--- src/rtl/core/tcl_pkg.sv ---
// Shared types and codes for the text cursor layout block.
package tcl_pkg;

  // Request types on the input channel
  localparam logic REQ_START = 1'b0;
  localparam logic REQ_CHAR  = 1'b1;

  // Result kinds on the output channel
  localparam logic KIND_GLYPH = 1'b0;
  localparam logic KIND_DONE  = 1'b1;

  // Control characters
  localparam logic [7:0] CH_NUL   = 8'h00;
  localparam logic [7:0] CH_TAB   = 8'h09;
  localparam logic [7:0] CH_LF    = 8'h0A;
  localparam logic [7:0] CH_CR    = 8'h0D;
  localparam logic [7:0] CH_SPACE = 8'h20;

  // Newline count saturates here
  localparam logic [4:0] LINE_MAX = 5'd31;

  // Result queue geometry
  localparam int OUTQ_DEPTH = 4;
  localparam int OUTQ_PTR_W = 2;
  localparam int OUTQ_CNT_W = 3;

  // Number of results produced by one transfer
  localparam logic [1:0] PUSH_NONE = 2'd0;
  localparam logic [1:0] PUSH_ONE  = 2'd1;
  localparam logic [1:0] PUSH_TWO  = 2'd2;

  typedef struct packed {
    logic       kind;
    logic [8:0] glyph_x;
    logic [7:0] glyph_y;
    logic [7:0] glyph_code;
    logic [7:0] glyph_ink;
    logic [4:0] line_count;
    logic       last;
  } result_t;

  typedef struct packed {
    logic [1:0] n;
    result_t    r0;
    result_t    r1;
  } push_t;

endpackage

--- src/rtl/core/tcl_cursor.sv ---
// Cursor state registers and the per-character layout step.
module tcl_cursor import tcl_pkg::*; #(
  parameter int SCREEN_COLS  = 40,
  parameter int SCREEN_ROWS  = 25,
  parameter int GLYPH_WIDTH  = 8,
  parameter int GLYPH_HEIGHT = 8,
  parameter int TAB_STOP     = 4
) (
  input  logic       clk_i,
  input  logic       rst_ni,
  input  logic       accept_i,
  input  logic       req_type_i,
  input  logic [8:0] start_x_i,
  input  logic [7:0] start_y_i,
  input  logic [5:0] column_limit_i,
  input  logic [4:0] row_limit_i,
  input  logic [7:0] ink_i,
  input  logic [7:0] char_code_i,
  output push_t      push_o
);

  localparam int COL_W = $clog2(SCREEN_COLS + TAB_STOP + 1);
  localparam int ROW_W = $clog2(SCREEN_ROWS + 1);
  localparam int CX_W  = $clog2(SCREEN_COLS + 1);
  localparam int CY_W  = $clog2(SCREEN_ROWS + 1);
  localparam int CL_W  = (COL_W > 6) ? COL_W : 6;
  localparam int RL_W  = (ROW_W > 5) ? ROW_W : 5;
  localparam int TABS  = (SCREEN_COLS - 1) / TAB_STOP;

  logic [8:0]       origin_x_q, origin_x_d;
  logic [7:0]       cursor_y_q, cursor_y_d;
  logic [COL_W-1:0] cursor_col_q, cursor_col_d;
  logic [COL_W-1:0] col_budget_q, col_budget_d;
  logic [ROW_W-1:0] rows_left_q, rows_left_d;
  logic [4:0]       newline_total_q, newline_total_d;
  logic [7:0]       held_ink_q, held_ink_d;
  logic             active_q, active_d;

  logic [CX_W-1:0]  cx;
  logic [CY_W-1:0]  cy;
  logic [COL_W-1:0] cols;
  logic [ROW_W-1:0] rows;
  logic [COL_W-1:0] tab_col;
  logic [COL_W-1:0] col_adv;
  logic [ROW_W-1:0] rows_dec;
  logic [4:0]       nl_inc;
  logic             off_screen;
  logic             do_row;
  logic             do_glyph;
  result_t          glyph_res;
  result_t          done_res;
  push_t            push;

  // Convert the start position to a cell position by threshold compares
  always_comb begin
    cx = '0;
    for (int k = 1; k <= SCREEN_COLS; k++) begin
      if (32'(start_x_i) >= 32'(k * GLYPH_WIDTH)) begin
        cx = CX_W'(k);
      end
    end
    cy = '0;
    for (int k = 1; k <= SCREEN_ROWS; k++) begin
      if (32'(start_y_i) >= 32'(k * GLYPH_HEIGHT)) begin
        cy = CY_W'(k);
      end
    end
  end

  assign off_screen = (32'(start_x_i) >= 32'(SCREEN_COLS * GLYPH_WIDTH)) ||
                      (32'(start_y_i) >= 32'(SCREEN_ROWS * GLYPH_HEIGHT));

  // Clip the budgets to the caller's limits
  always_comb begin
    cols = COL_W'(SCREEN_COLS) - COL_W'(cx);
    rows = ROW_W'(SCREEN_ROWS) - ROW_W'(cy);
    if (column_limit_i != 6'd0 && CL_W'(column_limit_i) < CL_W'(cols)) begin
      cols = COL_W'(column_limit_i);
    end
    if (row_limit_i != 5'd0 && RL_W'(row_limit_i) < RL_W'(rows)) begin
      rows = ROW_W'(row_limit_i);
    end
  end

  // Find the next tab stop past the cursor
  always_comb begin
    tab_col = COL_W'(TAB_STOP);
    for (int k = 0; k <= TABS; k++) begin
      if (32'(cursor_col_q) >= 32'(k * TAB_STOP)) begin
        tab_col = COL_W'((k + 1) * TAB_STOP);
      end
    end
  end

  assign nl_inc   = (newline_total_q < LINE_MAX) ? newline_total_q + 5'd1 : newline_total_q;
  assign rows_dec = (rows_left_q != '0) ? rows_left_q - ROW_W'(1) : rows_left_q;

  // Build the glyph result
  always_comb begin
    glyph_res            = '0;
    glyph_res.kind       = KIND_GLYPH;
    glyph_res.glyph_x    = origin_x_q + 9'(32'(cursor_col_q) * GLYPH_WIDTH);
    glyph_res.glyph_y    = cursor_y_q;
    glyph_res.glyph_code = char_code_i;
    glyph_res.glyph_ink  = held_ink_q;
  end

  // Layout step: work out the next state and the results to push
  always_comb begin
    origin_x_d      = origin_x_q;
    cursor_y_d      = cursor_y_q;
    cursor_col_d    = cursor_col_q;
    col_budget_d    = col_budget_q;
    rows_left_d     = rows_left_q;
    newline_total_d = newline_total_q;
    held_ink_d      = held_ink_q;
    active_d        = active_q;
    done_res        = '0;
    done_res.kind   = KIND_DONE;
    done_res.last   = 1'b1;
    push            = '0;
    do_row          = 1'b0;
    do_glyph        = 1'b0;
    col_adv         = cursor_col_q;

    if (req_type_i == REQ_START) begin
      active_d = 1'b0;
      if (off_screen) begin
        push.n  = PUSH_ONE;
        push.r0 = done_res;
      end else begin
        origin_x_d      = start_x_i;
        cursor_y_d      = start_y_i;
        cursor_col_d    = '0;
        col_budget_d    = cols;
        rows_left_d     = rows;
        newline_total_d = '0;
        held_ink_d      = ink_i;
        active_d        = 1'b1;
      end
    end else if (active_q) begin
      case (char_code_i)
        CH_NUL: begin
          done_res.line_count = newline_total_q;
          push.n   = PUSH_ONE;
          push.r0  = done_res;
          active_d = 1'b0;
        end
        CH_LF: begin
          do_row = 1'b1;
        end
        CH_CR: begin
          cursor_col_d = '0;
        end
        CH_TAB: begin
          col_adv      = tab_col;
          cursor_col_d = tab_col;
          do_row       = (tab_col >= col_budget_q);
        end
        default: begin
          do_glyph     = (char_code_i != CH_SPACE);
          col_adv      = cursor_col_q + COL_W'(1);
          cursor_col_d = col_adv;
          do_row       = (col_adv >= col_budget_q);
        end
      endcase

      if (do_glyph) begin
        push.n  = PUSH_ONE;
        push.r0 = glyph_res;
      end

      // Take a newline; end the string when the rows run out
      if (do_row) begin
        newline_total_d = nl_inc;
        rows_left_d     = rows_dec;
        if (rows_dec == '0) begin
          done_res.line_count = nl_inc;
          active_d            = 1'b0;
          if (do_glyph) begin
            push.n  = PUSH_TWO;
            push.r1 = done_res;
          end else begin
            push.n  = PUSH_ONE;
            push.r0 = done_res;
          end
        end else begin
          cursor_y_d   = cursor_y_q + 8'(GLYPH_HEIGHT);
          cursor_col_d = '0;
        end
      end
    end
  end

  // Drop the results when nothing is transferred
  always_comb begin
    push_o = push;
    if (!accept_i) begin
      push_o.n = PUSH_NONE;
    end
  end

  // Hold state between transfers
  always_ff @(posedge clk_i or negedge rst_ni) begin
    if (!rst_ni) begin
      origin_x_q      <= '0;
      cursor_y_q      <= '0;
      cursor_col_q    <= '0;
      col_budget_q    <= '0;
      rows_left_q     <= '0;
      newline_total_q <= '0;
      held_ink_q      <= '0;
      active_q        <= 1'b0;
    end else if (accept_i) begin
      origin_x_q      <= origin_x_d;
      cursor_y_q      <= cursor_y_d;
      cursor_col_q    <= cursor_col_d;
      col_budget_q    <= col_budget_d;
      rows_left_q     <= rows_left_d;
      newline_total_q <= newline_total_d;
      held_ink_q      <= held_ink_d;
      active_q        <= active_d;
    end
  end

  // A running string always has its cursor inside the column budget
  assert property (@(posedge clk_i) disable iff (!rst_ni)
    active_q |-> (cursor_col_q < col_budget_q))
    else $error("cursor column outside budget while active");

  // A running string always has at least one row left
  assert property (@(posedge clk_i) disable iff (!rst_ni)
    active_q |-> (rows_left_q != '0))
    else $error("active string with no rows left");

  // Two results only come from a glyph that also ends the string
  assert property (@(posedge clk_i) disable iff (!rst_ni)
    (push_o.n == PUSH_TWO) |-> (push_o.r0.kind == KIND_GLYPH && push_o.r1.last))
    else $error("bad result pair");

endmodule

--- src/rtl/core/tcl_outq.sv ---
// Result queue: up to two results in per cycle, one out unless stalled.
module tcl_outq import tcl_pkg::*; (
  input  logic    clk_i,
  input  logic    rst_ni,
  input  push_t   push_i,
  output logic    full_o,
  output logic    out_valid_o,
  input  logic    out_stall_i,
  output result_t out_res_o
);

  result_t               mem_q [OUTQ_DEPTH];
  logic [OUTQ_PTR_W-1:0] wr_ptr_q, wr_ptr_d;
  logic [OUTQ_PTR_W-1:0] rd_ptr_q, rd_ptr_d;
  logic [OUTQ_CNT_W-1:0] count_q, count_d;
  logic [OUTQ_PTR_W-1:0] wr_ptr_nx;
  logic                  pop;

  assign pop         = (count_q != '0) && !out_stall_i;
  assign out_valid_o = (count_q != '0);
  assign out_res_o   = mem_q[rd_ptr_q];
  assign full_o      = (count_q > OUTQ_CNT_W'(OUTQ_DEPTH - 2));
  assign wr_ptr_nx   = wr_ptr_q + OUTQ_PTR_W'(1);

  // Advance pointers and fill count
  always_comb begin
    wr_ptr_d = wr_ptr_q + OUTQ_PTR_W'(push_i.n);
    rd_ptr_d = pop ? rd_ptr_q + OUTQ_PTR_W'(1) : rd_ptr_q;
    count_d  = count_q + OUTQ_CNT_W'(push_i.n) - OUTQ_CNT_W'(pop);
  end

  always_ff @(posedge clk_i or negedge rst_ni) begin
    if (!rst_ni) begin
      wr_ptr_q <= '0;
      rd_ptr_q <= '0;
      count_q  <= '0;
    end else begin
      wr_ptr_q <= wr_ptr_d;
      rd_ptr_q <= rd_ptr_d;
      count_q  <= count_d;
    end
  end

  // Store results
  always_ff @(posedge clk_i) begin
    if (push_i.n != PUSH_NONE) begin
      mem_q[wr_ptr_q] <= push_i.r0;
    end
    if (push_i.n == PUSH_TWO) begin
      mem_q[wr_ptr_nx] <= push_i.r1;
    end
  end

  // Fill count never passes the depth
  assert property (@(posedge clk_i) disable iff (!rst_ni)
    count_q <= OUTQ_CNT_W'(OUTQ_DEPTH))
    else $error("result queue overflow");

  // Results are pushed only when room for two remains
  assert property (@(posedge clk_i) disable iff (!rst_ni)
    (push_i.n != PUSH_NONE) |-> !full_o)
    else $error("push into a full result queue");

  // Never push more than two results
  assert property (@(posedge clk_i) disable iff (!rst_ni)
    push_i.n != 2'd3)
    else $error("invalid push count");

endmodule

--- src/rtl/core/text_cursor_layout_top.sv ---
// Top level of the text cursor layout engine.
//
//  channel | direction | handshake                | payload
//  --------+-----------+--------------------------+-------------------------------------
//  in      | input     | in_valid_i / in_stall_o  | req_type, start_x/y, limits, ink, char
//  out     | output    | out_valid_o / out_stall_i| kind, glyph_x/y/code/ink, line_count, last
//
// One item is taken per cycle while in_stall_o is low. The cursor step is a
// single pass of logic from the state registers into a four-entry result
// queue, which drains one result per cycle while out_stall_i is low. A glyph
// in the last column that ends the string pushes two results. in_stall_o
// rises while fewer than two queue slots are free. Reset clears the cursor
// to idle and empties the queue; no clearing pass is needed.
module text_cursor_layout_top import tcl_pkg::*; #(
  parameter int SCREEN_COLS  = 40,
  parameter int SCREEN_ROWS  = 25,
  parameter int GLYPH_WIDTH  = 8,
  parameter int GLYPH_HEIGHT = 8,
  parameter int TAB_STOP     = 4
) (
  input  logic       clk_i,
  input  logic       rst_ni,
  input  logic       in_valid_i,
  output logic       in_stall_o,
  input  logic       req_type_i,
  input  logic [8:0] start_x_i,
  input  logic [7:0] start_y_i,
  input  logic [5:0] column_limit_i,
  input  logic [4:0] row_limit_i,
  input  logic [7:0] ink_i,
  input  logic [7:0] char_code_i,
  output logic       out_valid_o,
  input  logic       out_stall_i,
  output logic       kind_o,
  output logic [8:0] glyph_x_o,
  output logic [7:0] glyph_y_o,
  output logic [7:0] glyph_code_o,
  output logic [7:0] glyph_ink_o,
  output logic [4:0] line_count_o,
  output logic       last_o
);

  logic    accept;
  logic    full;
  push_t   push;
  result_t out_res;

  // Accept a transfer when the queue has room for two results
  assign in_stall_o = full;
  assign accept     = in_valid_i && !full;

  tcl_cursor #(
    .SCREEN_COLS  (SCREEN_COLS),
    .SCREEN_ROWS  (SCREEN_ROWS),
    .GLYPH_WIDTH  (GLYPH_WIDTH),
    .GLYPH_HEIGHT (GLYPH_HEIGHT),
    .TAB_STOP     (TAB_STOP)
  ) u_cursor (
    .clk_i          (clk_i),
    .rst_ni         (rst_ni),
    .accept_i       (accept),
    .req_type_i     (req_type_i),
    .start_x_i      (start_x_i),
    .start_y_i      (start_y_i),
    .column_limit_i (column_limit_i),
    .row_limit_i    (row_limit_i),
    .ink_i          (ink_i),
    .char_code_i    (char_code_i),
    .push_o         (push)
  );

  tcl_outq u_outq (
    .clk_i       (clk_i),
    .rst_ni      (rst_ni),
    .push_i      (push),
    .full_o      (full),
    .out_valid_o (out_valid_o),
    .out_stall_i (out_stall_i),
    .out_res_o   (out_res)
  );

  // Unpack the queue head onto the output fields
  assign kind_o       = out_res.kind;
  assign glyph_x_o    = out_res.glyph_x;
  assign glyph_y_o    = out_res.glyph_y;
  assign glyph_code_o = out_res.glyph_code;
  assign glyph_ink_o  = out_res.glyph_ink;
  assign line_count_o = out_res.line_count;
  assign last_o       = out_res.last;

endmodule
--- config.mk ---
export PLATFORM = sky130hd
export DESIGN_NAME = text_cursor_layout_top
export DESIGN_NICKNAME = d
export VERILOG_FILES = /design/src/rtl/core/tcl_pkg.sv /design/src/rtl/core/tcl_cursor.sv /design/src/rtl/core/tcl_outq.sv /design/src/rtl/core/text_cursor_layout_top.sv
export SDC_FILE = /design/constraint.sdc
export NUM_CORES = 1
export LEC_CHECK = 0
export BUFFER_PORTS_ARGS = -buffer_cell sky130_fd_sc_hd__buf_2
export CAP_MARGIN = 0
export CORE_MARGIN = 5
export CORE_UTILIZATION = 40
export DETAILED_ROUTE_END_ITERATION = 12
export SLEW_MARGIN = 20
export SYNTH_ARGS = -nofsm -noshare
export SYNTH_HDL_FRONTEND = slang
export SYNTH_SLANG_ARGS = --single-unit
--- constraint.sdc ---
create_clock -name clk_i -period 4.9 [get_ports clk_i]
set_clock_uncertainty 0.15 [all_clocks]
set_input_delay 0.245 -clock clk_i [delete_from_list [all_inputs] [get_ports clk_i]]
set_output_delay 0.245 -clock clk_i [all_outputs]
set_load 0.005 [all_outputs]
-- After elaboration in Yosys (flattened, before gate mapping)
Memory sizes are Yosys's and may differ from the RTL's.
Cells that the tools add are included.
- word-level logic and storage cells: 261
- memory bits (writable): 160
- input bits: 49
- memories kept: 1
- output and inout bits: 42
- flip-flop bits (word level): 55
- memories (name ; depth ; bits a word ; rd ports ; clocked after memory_dff ; write ports ; line ; source):
    u_outq.mem_q ; 4 ; 40 ; 1 ; 0 ; 2 ; tcl_outq.sv:12 ; result_t mem_q [OUTQ_DEPTH];
- add/sub/neg operators: 12
- reductions and logical operators: 21
- $lt $le $gt $ge: 80
- bitwise gates (word level): 2
- multiplexer cells: 125
- equal/unequal tests: 9
- operator list (kind ; number):
    $mux W6 ; 48
    $mux W82 ; 3
    $ge A9 B8 Y1 const B ; 16
    $mux W5 ; 25
    $mux W41 ; 3
    $mux W40 ; 3
    $ge A9 B9 Y1 const B ; 9
    $ge A8 B8 Y1 const B ; 10
    $ge A9 B7 Y1 const B ; 8
    $ge A8 B7 Y1 const B ; 8
    $mux W42 ; 1
    $mux W4 ; 10
    $mux W8 ; 5
    $ge A9 B6 Y1 const B ; 4
    $ge A8 B6 Y1 const B ; 4
    $eq A8 B4 Y1 const B ; 3
    $ge A6 B5 Y1 const B ; 4
    $ge A9 B5 Y1 const B ; 2
    $pmux W6 S3 ; 1
    $mux W1 ; 17
    $ge A8 B5 Y1 const B ; 2
    $ge A6 B4 Y1 const B ; 2
    $ge A6 B6 Y1 ; 2
    $ge A6 B6 Y1 const B ; 2
    40 further kinds ; 57

-- Depth between registers and ports, before layout
Gate-level depths: netlist (run 1).
- word-level depth: 45
- depth in mapped cells: 17
- mapped depth without buffers: 16

-- Modules after synthesis
A second synthesis (run 1) with hierarchy kept.
- cells, all modules: 964
- area total of the unflattened synthesis: 12787.3 sq um
- by module, submodules not included (module ; instances ; cells an instance ; seq. area each (sq um) ; area an instance (sq um)):
    tcl_outq ; 1 ; 430 ; 4979.8 ; 8444.3
    tcl_cursor ; 1 ; 533 ; 1201.2 ; 4329.2
    text_cursor_layout_top ; 1 ; 1 ; 0.0 ; 13.8

-- Least setup slack after synthesis (run 1)
OpenSTA, ideal clock, no wires.
- path type: register to register
- from: reg u_cursor.cursor_col_q[2]
- to: reg u_outq.count_q[2]
- path buffers: 1
- slack: 1.283 ns
- arrival time: 3.344 ns
- cell stages (with the launch flop): 16
- setup time: 0.123 ns
- required time: 4.627 ns
- clock period less this slack: 3.617 ns
- cell sequence: dfrtp_1 > clkbuf_1 > nand3_1 > nor2_1 > xor2_1 > ha_1 > a2111o_1 > o211ai_1 > o21ai_0 > a21o_1 > a21oi_1 > ha_1 > inv_1 > fa_1 > xor2_1 > xnor2_1
- cells in the longest elaborated chain, start to end: 20
- elaborated cells on any way between the ends: 30
- classes of those cells: add/sub: 3; order compare: 11; mux: 16
- ends and longest elaborated chain (item ; line ; source):
    start, declared ; tcl_cursor.sv:32 ; logic [COL_W-1:0] cursor_col_q, cursor_col_d;
    start signal, assigned ; tcl_cursor.sv:217 ; cursor_col_q <= cursor_col_d;
    $ge A6 B3 Y1 ; tcl_cursor.sv:89 ; if (32'(cursor_col_q) >= 32'(k * TAB_STOP)) begin
    $mux W4 (2 in a row) ; tcl_cursor.sv:89 ;
    $mux W5 (4 in a row) ; tcl_cursor.sv:89 ;
    $mux W6 (3 in a row) ; tcl_cursor.sv:89 ;
    $ge A6 B6 Y1 ; tcl_cursor.sv:158 ; do_row = (tab_col >= col_budget_q);
    $pmux W1 S3 (*) ; tcl_cursor.sv:142 ; case (char_code_i)
    $mux W1 (*) ; tcl_cursor.sv:141 ; end else if (active_q) begin
    $mux W1 (*) ; tcl_cursor.sv:126 ; if (req_type_i == REQ_START) begin
    $mux W82 (*) ; tcl_cursor.sv:174 ; if (do_row) begin
    $mux W82 (*) ; tcl_cursor.sv:141 ;
    $mux W42 (*) ; tcl_cursor.sv:126 ;
    $mux W2 (*) ; tcl_cursor.sv:198 ; if (!accept_i) begin
    $add A3 B2 Y3 (*) ; tcl_outq.sv:29 ; count_d = count_q + OUTQ_CNT_W'(push_i.n) - OUTQ_CNT_W'(pop);
    $sub A3 B1 Y3 (*) ; tcl_outq.sv:29 ;
    via u_outq.count_d[2] ; tcl_outq.sv:15 ; logic [OUTQ_CNT_W-1:0] count_q, count_d;
    end signal, assigned ; tcl_outq.sv:40 ; count_q <= count_d;
    end, declared ; tcl_outq.sv:15 ;
The timed path passes the listed nets; every way through them passes the cells marked *. The select of a mux whose other input is x is not followed.
A chain may end at the register's enable or synchronous reset.

-- Worst setup path in the final report (run 1)
- from: reg u_cursor.cursor_col_q[0]
- to: reg u_outq.count_q[2]
Same word-level chain as after synthesis.

==> results.toml, run 1 <==
[run_status]
status = "finished clean"

[pwr]
ir_worst_vdd_mv = 0.242
p_sw_frac = 0.341
pwr-share-seq = 0.432
p_int_uw = 4150
combPwrFrac = 0.296
leakage_uw = 0.00486
p_clk_frac = 0.272
power_density_nw_per_um2 = 505
p_switching_uw = 2150

[place]
dp_hpwl_um = 18700
dp_cells = 1486
place_congestion = 0.842
port_buffers = 90
place_ws_ns = 0.973

[hold_path]
holdPathStages = 4
hp-class = "input pin to register"

[yosys]
yosysWarnings = 0
synth_seq_area_share = 0.443
synth_cell_types = 67
synth_common_cells = "159 x nand2_1, 142 x nand3_1, 132 x dfxtp_1"
synth_top_family_by_area = "simple AND/OR/NAND/NOR gates"
synthesis.area_sq_um = 10700
synth.most_common_cell = "nand2_1"
synthSimpleGateAreaFrac = 0.170
avgSynthCellArea_sq_um = 9.48
ys_ff_latch = 211
muxShareOfSynthArea = 0.117
synth_compound_area_frac = 0.161
yosys_most_used_dff = "dfxtp_1"
synth_nets = 1215
netlist_instances = 1129
synthTopCellsByArea = "dfxtp_1 25%, dfrtp_1 13%, mux4_2 8.2%"
synthXorXnorAreaFrac = 0.0156
synth_fa_ha_area_frac = 0.0447
synth-edff-count = 24
synth_top_area_frac = 0.247
async_flop_share = 0.261
synth_top_area_cell = "dfxtp_1"

[finish]
fin_nets = 1302
drive_gt1_frac = 0.181
num_antenna_cells = 0
final_cells = 1567
area_delta_synth_final_pct = 16.7

[global_route]
antenna_found_initial = 0
grt_first_pass_wirelength_um = 48800
grt_max_degree = 94
grt-ovfl-total = 0
track_usage = 0.195
grt_pass1_vias = 9070

[die]
dieArea_sq_um = 30100
row_count = 59
start_util = 0.408
die_h_um = 174
pin_count = 91
core_sq_um = 26200
dieWidth_um = 174

[clock_tree]
cts_buffers = 23
clock-root-buffer = "clkbuf_16"
cts.sinks = 211
cts_resized = 0
htreeDepth = 1
clock_latency_ns = 0.51
cts_buffer_depth = 3
cts_tree = "done"
clkTransAtPathRegs_ns = 0.06

[detailed_routing]
num_vias = 8812
detail-route-antenna-nets = 0
finalWirelength_um = 29500
drtPass1Iterations = 6
drtIter0Drc = 733
drc = 0
avgViaCountPerCell = 5.62
wl_per_cell_um = 18.9

[flow_run]
maxCapViolCount = 0

[sta]
min_period_ns = 3.96
setup_slack_ns = 0.941
fmax_mhz = 253
slew_violations = 0
rsz0062_at_grt = "no"
tns_ns = 0
max-slew-margin-rel = 0.275
finalCritPeriodShare = 0.808
finalSetupViolations = 0
tightest_slew_ns = 1.09
hold_viol_final = 0

[setup_path]
endpoint_kind = "register"
regToRegSetupSlack_ns = 0.94
crit_type = "register to register"
required_ns = 5.14
path_max_fanout = 8
r2r_cells = 13
startpoint_type = "register"
crit_arrival_ns = 4.20
==> logic make-up after synthesis <==
| kind of cell | Yosys count |
|---|---|
| XOR/XNOR | 19 |
| buffers and inverters | 121 |
| multiplexers | 73 |
| adder cells (fa/ha/maj) | 37 |
| flip-flops | 211 |
| AND/OR/NAND/NOR | 394 |
| AO/OA/AOI/OAI | 274 |
==> metal layers <==
| metal | share of wire | vias to the layer above | global-route usage |
|---|---|---|---|
| met5 | 0 | - | 0 |
| met4 | 0.021 | 0 | 0.0459 |
| met3 | 0.043 | 46 | 0.0251 |
| met2 | 0.48 | 209 | 0.337 |
| met1 | 0.45 | 4291 | 0.263 |
| li1 | - | 4266 | - |
==> cell type report <==
| class | instances | area (sq um) |
|---|---|---|
| Fill cell | 2473 | 13700 |
| Timing Repair Buffer | 146 | 971 |
| Sequential cell | 211 | 4740 |
| Clock buffer | 31 | 667 |
| Inverter | 37 | 139 |
| Tap cell | 335 | 419 |
| Multi-Input combinational cell | 797 | 5480 |
| Clock inverter | 10 | 78.8 |
==> placed cells by master (no fill, tap or decap), types with 5 or more instances in the layout <==
cell	instances
dfrtp_1	53
a22o_1	7
a21o_1	7
o22ai_1	18
mux4_2	39
and3_1	5
o21ai_1	9
clkbuf_16	24
ha_1	35
edfxtp_1	24
xor2_1	8
nor2_1	41
nand2_1	159
o211ai_1	6
clkinv_2	7
o21a_1	6
nand3_1	139
dfxtp_1	132
o31a_1	5
nand2b_1	7
mux2i_1	10
mux2_2	24
and2_1	6
nor3_1	8
o21ai_0	80
a21oi_1	86
dlygate4sd3_1	40
xnor2_1	11
inv_1	37
buf_2	90
buf_4	16
o31ai_1	11
==> state kept, by name (all words and copies together), names as in the netlist <==
signal	count
u_cursor.origin_x_q	9
u_cursor.col_budget_q	6
u_cursor.cursor_y_q	8
u_outq.wr_ptr_q	2
u_outq.rd_ptr_q	2
u_cursor.held_ink_q	8
u_cursor.newline_total_q	5
u_outq.count_q	3
u_cursor.cursor_col_q	6
u_cursor.rows_left_q	5
u_outq.mem_q	156
u_cursor.active_q	1
==> timing repair <==
| item | in CTS | in global routing |
|---|---|---|
| buffers inserted | 0 | 0 |
| hold buffers | 40 | 0 |
| hold endpoints to repair | 119 | 0 |
==> stage by stage <==
step | instance area, sq um | hold slack, ns | util | power [uW]
after floorplan | 10700 | -0.201 | - | 3960
after global placement | 11300 | 0.290 | 0.433 | 4560
after detailed placement | 11300 | 0.297 | 0.433 | 4610
after CTS | 12500 | 0.0187 | 0.477 | 6360
after global routing | 12500 | 0.0425 | 0.477 | 6730
final | 12500 | 0.0240 | 0.477 | 6310
==> critical path, stage by stage, from the launching register on <==
cell and delay [ns]:
dfrtp_1 0.47, inv_1 0.09, ha_1 0.32, ha_1 0.28, o21ai_0 0.06, o21ai_0 0.19
o2111a_1 0.29, o211ai_1 0.26, nor2_1 0.49, nand2_1 0.17, ha_1 0.34, fa_1 0.44
xor2_1 0.16, xnor2_1 0.12
==> path summary, 6_finish.rpt <==
kind                                               start                        to
worst min-delay path                   column_limit_i[2]  u_cursor.col_budget_q[2]
worst min register to register       u_outq.mem_q[3][21]       u_outq.mem_q[3][21]
worst max-delay path            u_cursor.cursor_col_q[0]         u_outq.count_q[2]
worst max register to register  u_cursor.cursor_col_q[0]         u_outq.count_q[2]
max in group asynchronous                         rst_ni        u_outq.rd_ptr_q[0]
min in group asynchronous                         rst_ni    u_cursor.origin_x_q[0]
==> power groups by stage <==
stage / Sequential (uW) / Combinational (uW) / Clock [uW]
2_1_floorplan: 2490 / 1470 / 0
3_3_place_gp: 2740 / 1820 / 0
3_5_place_dp: 2750 / 1850 / 0
4_1_cts: 2720 / 1890 / 1750
5_1_grt: 2790 / 2110 / 1820
6_report: 2720 / 1870 / 1720
(Power assumes the default switching activity.)
==> run 2: changes to the inputs <==
==> constraint.sdc (replaced) <==
create_clock -name clk_i -period 3.76 [get_ports clk_i]
set_clock_uncertainty 0.15 [all_clocks]
set_input_delay 0.188 -clock clk_i [delete_from_list [all_inputs] [get_ports clk_i]]
set_output_delay 0.188 -clock clk_i [all_outputs]
set_load 0.005 [all_outputs]
==> results.toml, run 2 (synthesis gave the netlist of run 1 again) <==
[run_status]
status = "finished clean"

[sta]
min_period_ns = 3.59
tns_ns = 0
slew_violations = 0
finalCritPeriodShare = 0.955
tightest_slew_ns = 0.950
finalSetupViolations = 0
hold_viol_final = 0
max-slew-margin-rel = 0.365
rsz0062_at_grt = "no"
fmax_mhz = 279

[detailed_routing]
wl_per_cell_um = 18.2
drtPass1Iterations = 5
avgViaCountPerCell = 5.59
detail-route-antenna-nets = 0
drc = 0
num_vias = 8839
drtIter0Drc = 509
finalWirelength_um = 28800

[setup_path]
r2r_cells = 14
cp_slowest_cell = "dfrtp_2"
critPathMostFrequentCell = "ha_1"
startpoint_type = "register"
crit_path_cell_trace = "ha_1 > xor2_1 > ha_1 > o21ai_0 > o21ai_0 > o2111a_1 > o211ai_1 > buf_4 > nor2_1 > nand2_1 > ha_1 > fa_1 > xor2_1 > xnor2_1"
path_max_fanout = 7
reg2reg_from = "u_cursor.cursor_col_q[0]"
max_stage_delay_ns = 0.45
crit_arrival_ns = 3.84
crit_type = "register to register"
critPathTopFamily = "adder cells"
required_ns = 4.01
critical_path_buf_inv_count = 1
reg2reg_to = "u_outq.count_q[2]"
regToRegSetupSlack_ns = 0.17
endpoint_kind = "register"

[pwr]
leakage_uw = 0.00494
ir_worst_vdd_mv = 0.423
power_density_nw_per_um2 = 638

[global_route]
antenna_found_initial = 0
grt_pass1_vias = 8752
grt-ovfl-total = 0
track_usage = 0.190
grt_first_pass_wirelength_um = 47500
grt_max_degree = 67

[finish]
num-fill-cells = 2448
reg_top3 = "u_outq.mem_q: 156 flops, u_cursor.origin_x_q: 9 flops"
final_cell_mix = "159 x nand2_1, 139 x nand3_1, 132 x dfxtp_1"
multiInputGateArea_sq_um = 5480
area_delta_synth_final_pct = 18.3
regArea_sq_um = 4750
largest_reg_flops = 156
postLayoutCellArea_sq_um = 12700
num_antenna_cells = 0
top_register = "u_outq.mem_q"
final_common_cell = "nand2_1"
drive_gt1_frac = 0.187
fin_nets = 1314

[place]
port_buffers = 90
place_congestion = 0.847
dpl-instance-area_sq_um = 11500
dp_hpwl_um = 18900

[clock_tree]
clock_latency_ns = 0.51
cts_buffer_depth = 3
htreeDepth = 1
cts_tree = "done"
cts_buffers = 23
clkTransAtPathRegs_ns = 0.06
cts.sinks = 211
clock-root-buffer = "clkbuf_16"

[die]
dieWidth_um = 174
start_util = 0.408
dieArea_sq_um = 30100
row_count = 59
pin_count = 91
core_sq_um = 26200
die_h_um = 174

[hold_path]
min-delay-start = "start_y_i[3]"
holdPathStages = 4
hp-class = "input pin to register"
worstHoldEndpoint = "u_cursor.cursor_y_q[3]"

[flow_run]
maxCapViolCount = 0
-- run 2: cell types whose count changed in the layout (fill, tap and decap cells not counted), sizes merged --
| cell | change |
|---|---|
| bufinv | -1 |
| buf | +10 |
| clkbuf | -2 |
| clkinv | +4 |
| dlygate4sd3 | +2 |
-- run 2: per-stage QoR --
stage               utilization  setup slack (ns)  hold WS (ns)  total power [uW]  cells
global route              0.483           0.00609        0.0205              8650   1580
finish                    0.483             0.170        0.0237              8080   1580
global placement          0.440             0.229        0.0902              5940   1495
CTS                       0.483             0.148        0.0139              8160   1579
detailed placement        0.440             0.159        0.0920              6000   1495
floorplan                     -             0.143        -0.258              5160   1129
-- run 2: how the worst max path moves through the flow --
stage                                   from                end  slack [ns]  cells after the start
floorplan           u_cursor.cursor_col_q[2]  u_outq.count_q[2]        0.14                     15
global placement    u_cursor.cursor_col_q[0]  u_outq.count_q[2]        0.23                     14
detailed placement  u_cursor.cursor_col_q[0]  u_outq.count_q[2]        0.16                     14
CTS                 u_cursor.cursor_col_q[0]  u_outq.count_q[2]        0.15                     14
global route        u_cursor.cursor_col_q[0]  u_outq.count_q[2]       0.006                     14
finish              u_cursor.cursor_col_q[0]  u_outq.count_q[2]        0.17                     14
-- run 2: layer usage --
metal,vias to the layer above,track usage,share of wire
met5,-,0,0
met4,0,0.0482,0.022
met3,42,0.0244,0.048
met2,238,0.324,0.48
met1,4260,0.255,0.45
li1,4299,-,-
-- run 2: worst reg2reg max path: stages (launching register included) --
cell and delay, ns:
dfrtp_2 0.45, ha_1 0.24, xor2_1 0.16, ha_1 0.27, o21ai_0 0.06, o21ai_0 0.21, o2111a_1 0.29, o211ai_1 0.15
buf_4 0.19, nor2_1 0.15, nand2_1 0.11, ha_1 0.32, fa_1 0.44, xor2_1 0.16, xnor2_1 0.12
-- run 2: area by class of cell --
cell class / instances / area share
clock inverter: 13 / 0.00583
tap: 335 / 0.0331
sequential: 211 / 0.375
inverter: 37 / 0.0110
clock buffer: 29 / 0.0497
multi-input combinational: 797 / 0.432
timing repair buffer: 158 / 0.0931
-- run 2: repair_timing --
item | in CTS | in global routing
hold buffers | 42 | 0
endpoints found under the setup margin | 0 | 1
setup buffers | 0 | 1
hold endpoints to repair | 85 | 0
gates resized for setup | 0 | 4
-- run 2: where the power goes --
group | switching, uW | internal [uW]
Clock | 914 | 1190
Sequential | 559 | 2920
Combinational | 1290 | 1220
Total | 2760 | 5320
